## config.mk

```make
export PLATFORM = sky130hd
export DESIGN_NAME = ggc_queue
export DESIGN_NICKNAME = d
export VERILOG_FILES = /design/src/sv/ggc_pkg.sv /design/src/sv/ggc_queue.sv
export SDC_FILE = /design/constraint.sdc
export NUM_CORES = 1
export LEC_CHECK = 0
export ABC_AREA = 1
export CORE_ASPECT_RATIO = 0.7
export CORE_MARGIN = 5
export CORE_UTILIZATION = 39
export CTS_BUF_LIST = sky130_fd_sc_hd__clkbuf_4
export DETAILED_ROUTE_END_ITERATION = 10
export DONT_BUFFER_PORTS = 1
export PLACE_DENSITY = 0.62
export SLEW_MARGIN = 40
export SYNTH_ARGS = -nofsm -noshare
export SYNTH_HDL_FRONTEND = slang
export SYNTH_SLANG_ARGS = --single-unit
```

## constraint.sdc

```tcl
create_clock -name i_clk -period 2.7 [get_ports i_clk]
set_input_delay 0.54 -clock i_clk [delete_from_list [all_inputs] [get_ports i_clk]]
set_output_delay 0.54 -clock i_clk [all_outputs]
set_load 0.1 [all_outputs]
```

## src/sv/ggc_pkg.sv

```systemverilog
// Types and constants shared by the greedy coloring core.
package ggc_pkg;

    localparam int MAX_VERTICES = 1024;
    localparam int VID_W        = 10;
    localparam int CNT_W        = 11;
    localparam int ROW_BITS     = 32;
    localparam int ROWS         = MAX_VERTICES / ROW_BITS;
    localparam int ROW_W        = 5;
    localparam int BIT_W        = 5;
    localparam int FUNC_W       = 2;
    localparam int S_TDATA_W    = 16;
    localparam int M_TDATA_W    = 32;

    localparam logic [FUNC_W-1:0] FUNC_NEIGHBOUR = 2'd0;
    localparam logic [FUNC_W-1:0] FUNC_CLOSE     = 2'd1;
    localparam logic [FUNC_W-1:0] FUNC_RESTART   = 2'd2;

    typedef enum logic [1:0] {
        OP_MARK    = 2'd0,
        OP_CLOSE   = 2'd1,
        OP_RESTART = 2'd2
    } t_op_kind;

    typedef struct packed {
        t_op_kind               kind;
        logic [VID_W-1:0]       id;
        logic [CNT_W-1:0]       count;
        logic                   last;
    } t_op;

endpackage

```

## src/sv/ggc_queue.sv

```systemverilog
// Small FIFO of classified requests between front and back.
module ggc_queue #(
    parameter int DEPTH = 4
) (
    input  logic            i_clk,
    input  logic            i_rst_n,
    input  logic            i_push_valid,
    output logic            o_push_ready,
    input  ggc_pkg::t_op    i_push_op,
    output logic            o_pop_valid,
    input  logic            i_pop_ready,
    output ggc_pkg::t_op    o_pop_op
);
    import ggc_pkg::*;

    localparam int AW = (DEPTH > 1) ? $clog2(DEPTH) : 1;
    localparam int CW = $clog2(DEPTH + 1);

    t_op            r_mem [DEPTH];
    logic [AW-1:0]  r_wr_ptr;
    logic [AW-1:0]  r_rd_ptr;
    logic [CW-1:0]  r_fill;
    logic           push;
    logic           pop;

    assign o_push_ready = (r_fill != CW'(DEPTH));
    assign o_pop_valid  = (r_fill != '0);
    assign o_pop_op     = r_mem[r_rd_ptr];
    assign push         = i_push_valid && o_push_ready;
    assign pop          = o_pop_valid && i_pop_ready;

    always_ff @(posedge i_clk) begin
        if (push) begin
            r_mem[r_wr_ptr] <= i_push_op;
        end
    end

    always_ff @(posedge i_clk) begin
        if (!i_rst_n) begin
            r_wr_ptr <= '0;
            r_rd_ptr <= '0;
            r_fill   <= '0;
        end else begin
            if (push) begin
                r_wr_ptr <= (r_wr_ptr == AW'(DEPTH - 1)) ? '0 : r_wr_ptr + AW'(1);
            end
            if (pop) begin
                r_rd_ptr <= (r_rd_ptr == AW'(DEPTH - 1)) ? '0 : r_rd_ptr + AW'(1);
            end
            if (push && !pop) begin
                r_fill <= r_fill + CW'(1);
            end else if (pop && !push) begin
                r_fill <= r_fill - CW'(1);
            end
        end
    end

endmodule

```

==> results of run 1 <==
-- cell families after synthesis --
family / Yosys count / synth area share (%)
adders and majority gates: 7 / 2.25
DFF: 105 / 72.6
buffers and inverters: 31 / 3.65
AOI/OAI and AO/OA: 76 / 12.7
and+or+nand+nor: 83 / 8.81
-- registers in the layout, summed over array words and instances, names as in the netlist, named ones only --
| register | flops |
|---|---|
| r_mem | 96 |
| r_fill | 3 |
| r_wr_ptr | 2 |
| r_rd_ptr | 2 |
-- cells in the final DEF (no fill, tap or decap) --
cell	netlist	layout
edfxtp_1	96	96
inv_4	0	2
nand3b_1	1	1
inv_1	15	15
nor2_1	45	41
o21ai_1	4	4
nand3_1	1	1
o22ai_2	20	24
nand2_2	1	1
nor2_4	0	4
buf_12	0	25
clkinv_2	0	1
nor2_2	20	20
a21oi_1	2	2
nand2_1	14	14
dfxtp_2	0	2
ha_1	6	6
clkbuf_4	0	12
inv_2	2	3
buf_4	1	6
dfxtp_1	9	7
o21ai_0	46	46
nand4_1	1	1
fa_1	1	1
-- stage by stage --
step	hold WS, ps	setup TNS, ps	setup slack [ps]	utilization, %
floorplan	480	-11680	-122	-
global placement	496	0	680	46.8
detailed placement	506	0	613	46.8
CTS	126	0	59.8	47.8
global route	98.9	0	109	47.8
finish	182	0	300	47.8
-- worst max path at each step --
stage / endpoint / cells after the start / start / slack [ps]
final: o_pop_op[10] / 4 / flop / 300
after global routing: o_pop_op[10] / 4 / flop / 110
after CTS: o_pop_op[18] / 4 / flop / 60
after detailed placement: o_pop_op[18] / 4 / flop / 610
after global placement: o_pop_op[23] / 4 / flop / 680
after floorplan: r_mem[0][0] / 4 / r_fill[1] / -120
-- metal layers --
layer / share of wire, % / GRT usage (%) / vias to the layer above
met5: 0 / 0 / -
met2: 46 / 19.3 / 50
met1: 46 / 15.5 / 1113
met3: 7.1 / 6.79 / 6
li1: - / - / 1141
met4: 0.67 / 3.21 / 0
-- critical path: cells and delay by family, from the launching register on --
| kind | cells | cell delay, ps |
|---|---|---|
| flops | 1 | 360 |
| compound gates | 2 | 460 |
| buf+inv | 2 | 590 |
-- synth_stat cells --
master / count
edfxtp_1: 96
o21ai_0: 46
nor2_1: 45
nor2_2: 20
o22ai_2: 20
inv_1: 15
nand2_1: 14
buf_2: 9
dfxtp_1: 9
ha_1: 6
o21ai_1: 4
o22ai_1: 4
buf_6: 3
a21oi_1: 2
inv_2: 2
buf_4: 1
clkbuf_1: 1
fa_1: 1
nand2_2: 1
nand3_1: 1
nand3b_1: 1
nand4_1: 1
-- cell type report --
type | count | share of cell area (%)
sequential | 105 | 61.2
tap | 132 | 3.30
multi-input combinational | 166 | 21.1
timing repair buffer | 31 | 10.9
clock buffer | 12 | 1.80
inverter | 17 | 1.32
clock inverter | 4 | 0.375
-- what timing repair did --
| item | in CTS | in global routing |
|---|---|---|
| endpoints found under the hold margin | 0 | 0 |
| resized for setup | 0 | 3 |
| setup endpoints to repair | 0 | 5 |
==> impl_results.md, run 1 <==
- Top cells by area, synth: edfxtp_1 (68%), o22ai_2 (5.9%), o21ai_0 (5.5%)
- Pre-antenna DRT Iters: 4
- CP max stage delay: 390 ps
- Vias per inst: 4.95
- Setup Viol. Count Final: 0
- RSZ-0062 raised after global routing: no
- Clk pin slew, worst setup/hold paths: 140 ps
- Clock skew: 9.53 ps
- Antenna Nets Post-Route: 0
- GRT Total Usage: 12.6%
- R2r endpoint: r_fill[1]
- Antenna violations before repair: 0
- Hold Path Origin: i_push_op[5]
- Final hold violation count: 0
- Fin nets: 365
- # hold bufs at CTS: 0
- IO Count: 54
- Reg-to-reg critical path startpoint: r_fill[1]
- Part of the Yosys area used for sequential elements: 72.6%
- Share of the synthesized area in the top cell type: 68.3%
- GPL Wtd Cong: 0.718
- Vias in the first global route: 2,244
- Core ar.: 10,500 um2
- DRC: 0
- Skew-Pair Late Insertion Delay: 440 ps
- Die Width: 134 um
- Synth Instances: 302
- Critical path required time: 2160 ps
- Num rows: 31
- Worst EP arrival: 1860 ps
- Fin crit share: 88.9%
- Final WL: 7750 um
- Yosys reg bits: 105
- Post-route cell area: 5010 um2
- Post-Synthesis Cell Area: 4220 um2
- Via count: 2,310
- Worst path slowest cell: buf_4
- Initial Util: 40.3%
- Critical path class: flop to output port
- Num CTS Buffers: 9
- WL per Instance: 16.6 um
- R2r worst-path depth: 9
- Fin. max-slew vios: 0
- DR iter-0 viols: 86
- Setup slack, reg-to-reg: 770 ps
- Reg area: 3070 um2
- CP max FO: 48
- Clk root buf: clkbuf_4
- Share of cells above drive strength 1: 29.9%
- Status: finished, final reports clean
- Die H: 97.0 um
- Worst Hold Class: input port to flop
- Longest Clk Path Bufs: 2
- Period minus WS final: 2400 ps
- Placed cell count: 451
- Yosys cell types: 22
- DP HPWL: 4850 um
- Worst setup SP type: flop
- Crit-path cells: buf_4 > o21ai_0 > o22ai_2 > buf_12
- Final cell count without fillers: 467
- First-pass GRT wire length: 12,200 um
- Post-synth net total: 337
- H-tree levels: 3
- Fmax: 417 MHz
- Hold Path Depth: 0
- Grt ovf: 0
- Post-place instance area: 4900 um2
- Avg Inst Size Synth: 14.0 um2
- Worst-Margin Slew: 782 ps
- Area Growth Syn to Fin: 18.7%
- Worst Hold Endpoint: r_mem[3][5]
- Slew headroom: 47.7%
- Fillers: 896
- Die area: 13,000 um2
- Biggest area consumer among synthesized cells: edfxtp_1
- Count of max-cap constraint violations: 0
- Clock sink count: 105
- Yosys Warn Count: 0
- Largest net degree at the start of global routing: 49
- Setup crit end kind: output port
- CTS tree: built
- Multi-input gate area: 1060 um2
- IO buf count: 0
- Setup bufs post-CTS: 0
- N_diodes: 0
Power of run 1 is not shown: default switching activity piles up to over one toggle a cycle in this logic, so the estimate is an artifact.
==> run 2: changes to the inputs <==
CORE_ASPECT_RATIO = 1.5   (was 0.7)
==> run 2 against run 1 <==
Die area is essentially flat. Non-clock buffer count grew 2. Maximum frequency shrank 0.66%. Via count grew 2.8%. Worst hold slack gained 19 ps.
==> impl_results.md, run 2 (same netlist as run 1, synthesis figures left out) <==
- Status: finished, final reports clean
- Critical path required time: 2160 ps (about the same)
- Critical path class: flop to output port
- Clock skew: 3.61 ps (-5.92 ps)
- Vias in the first global route: 2,465 (+9.8%)
- Cts repair resizes: 0 (unchanged)
- Num CTS Buffers: 9 (unchanged)
- Setup Viol. Count Final: 0 (unchanged)
- Die area: 13,000 um2 (about the same)
- Antenna violations before repair: 0 (unchanged)
- GRT met3 Usage: 3.17% (-3.6 points)
- R2r endpoint: r_fill[1]
- WL per Instance: 16.7 um (+0.58%)
- Worst Hold Class: input port to flop
- R2r worst-path depth: 9 (unchanged)
- Grt ovf: 0 (unchanged)
- Fin crit share: 89.5% (+0.59 points)
- Met2 global-route usage: 22.3% (+3.0 points)
- Setup crit end kind: output port
- DP HPWL: 5060 um (+4.3%)
- Vias per inst: 4.95 (about the same)
- H-tree levels: 3 (unchanged)
- Worst EP arrival: 1880 ps (+20 ps)
- Share of cells above drive strength 1: 29.6% (-0.30 points)
- CP max FO: 16 (-67%)
- IO Count: 54 (unchanged)
- Longest Clk Path Bufs: 2 (unchanged)
- Clk pin slew, worst setup/hold paths: 130 ps (about the same)
- Fillers: 951 (+6.1%)
- First-pass GRT wire length: 12,400 um (+0.91%)
- GRT Total Usage: 12.9% (+0.37 points)
- Largest net degree at the start of global routing: 49 (unchanged)
- Initial Util: 39.8% (-0.45 points)
- Fin Hold WS: 201 ps (+19.5 ps)
- Area Growth Syn to Fin: 19.1%
- Clock sink count: 105 (unchanged)
- Biggest regs: r_mem (96), r_fill (3)
- Die Width: 94.9 um (-29%)
- Crit-path cells: buf_4 > o21ai_0 > o22ai_2 > buf_12
- Largest register FFs: 96 (unchanged)
- Antenna Nets Post-Route: 0 (unchanged)
- DRC: 0 (unchanged)
- DR iter-0 viols: 140 (+63%)
- Finished Core Util: 47.5% (-0.37 points)
- Worst setup SP type: flop
- Skew-Pair Late Insertion Delay: 420 ps (-20 ps)
- Final hold violation count: 0 (unchanged)
- Reg-to-reg critical path startpoint: r_fill[1]
- Layer with the highest usage: met2
- Met1 usage: 14.0% (-1.6 points)
- Fin nets: 367 (+0.55%)
- Period minus WS final: 2420 ps (+15.8 ps)
- IO buf count: 0 (unchanged)
- Worst Hold Endpoint: r_mem[3][20]
- Fin. max-slew vios: 0 (unchanged)
- Setup bufs post-CTS: 0 (unchanged)
- Commonest non-fill, non-tap cell in the layout: edfxtp_1
- RSZ-0062 raised after global routing: no
- Worst-Margin Slew: 772 ps (-9.77 ps)
- Slew headroom: 48.4% (+0.65 points)
- Count of max-cap constraint violations: 0 (unchanged)
- Worst path slowest cell: dfxtp_1
- Biggest register: r_mem
- Fmax: 414 MHz (-0.66%)
- Hold Path Depth: 0 (unchanged)
- GPL Wtd Cong: 0.709 (-1.3%)
- Most frequent cells in the layout: edfxtp_1 (96), o21ai_0 (46), nor2_1 (41)
- CTS tree: built
- Setup slack, reg-to-reg: 790 ps (+20 ps)
- Final WL: 8020 um (+3.4%)
- Hold Path Origin: i_push_op[20]
- CP max stage delay: 540 ps (+150 ps)
- Core ar.: 10,600 um2 (+1.1%)
- Num rows: 46 (+48%)
- Die H: 137 um (+42%)
- Via count: 2,374 (+2.8%)
- Clk root buf: clkbuf_4
- # hold bufs at CTS: 0 (unchanged)
- Pre-antenna DRT Iters: 4 (unchanged)
==> run 2: layout make-up <==
class | count | area [um2] | area share (%)
diodes | 1 | 2.50 | 0.0498
clock buffers | 13 | 97.6 | 1.94
clock inverters | 1 | 5.00 | 0.0996
inverters | 17 | 63.8 | 1.27
multi-input cells | 166 | 1050 | 20.9
flip-flops and latches | 105 | 3060 | 61.0
well taps | 144 | 180 | 3.58
repair buffers | 33 | 561 | 11.2
==> run 2: worst max-delay path by stage <==
stage              start      endpoint  slack, ps
6_report            flop  o_pop_op[14]        280
5_1_grt             flop  o_pop_op[22]        130
2_1_floorplan  r_fill[1]   r_mem[0][0]       -120
3_5_place_dp        flop  o_pop_op[11]        730
3_3_place_gp        flop  o_pop_op[14]        740
4_1_cts             flop  o_pop_op[11]        220
==> run 2: metrics by stage <==
stage                     cells  setup WS, ps  instance area [um2]  TNS (ps)
after floorplan             302          -122                 4220    -11680
after global placement      465           742                 4920         0
after detailed placement    465           728                 4920         0
after CTS                   479           219                 5020         0
after global routing        479           126                 5020         0
final                       480           284                 5030         0
==> run 2: routing by layer <==
metal,up-vias,wire [um]
met5,-,0
met2,52,4270
li1,1148,-
met3,17,409
met1,1157,3070
met4,0,265
==> run 2: critical path: cells and delay by family, from the launching register on <==
family	cells	cell delay, ps
flops	1	540
buf+inv	2	510
compound gates	2	390
Power of run 2 is left out for the same reason.
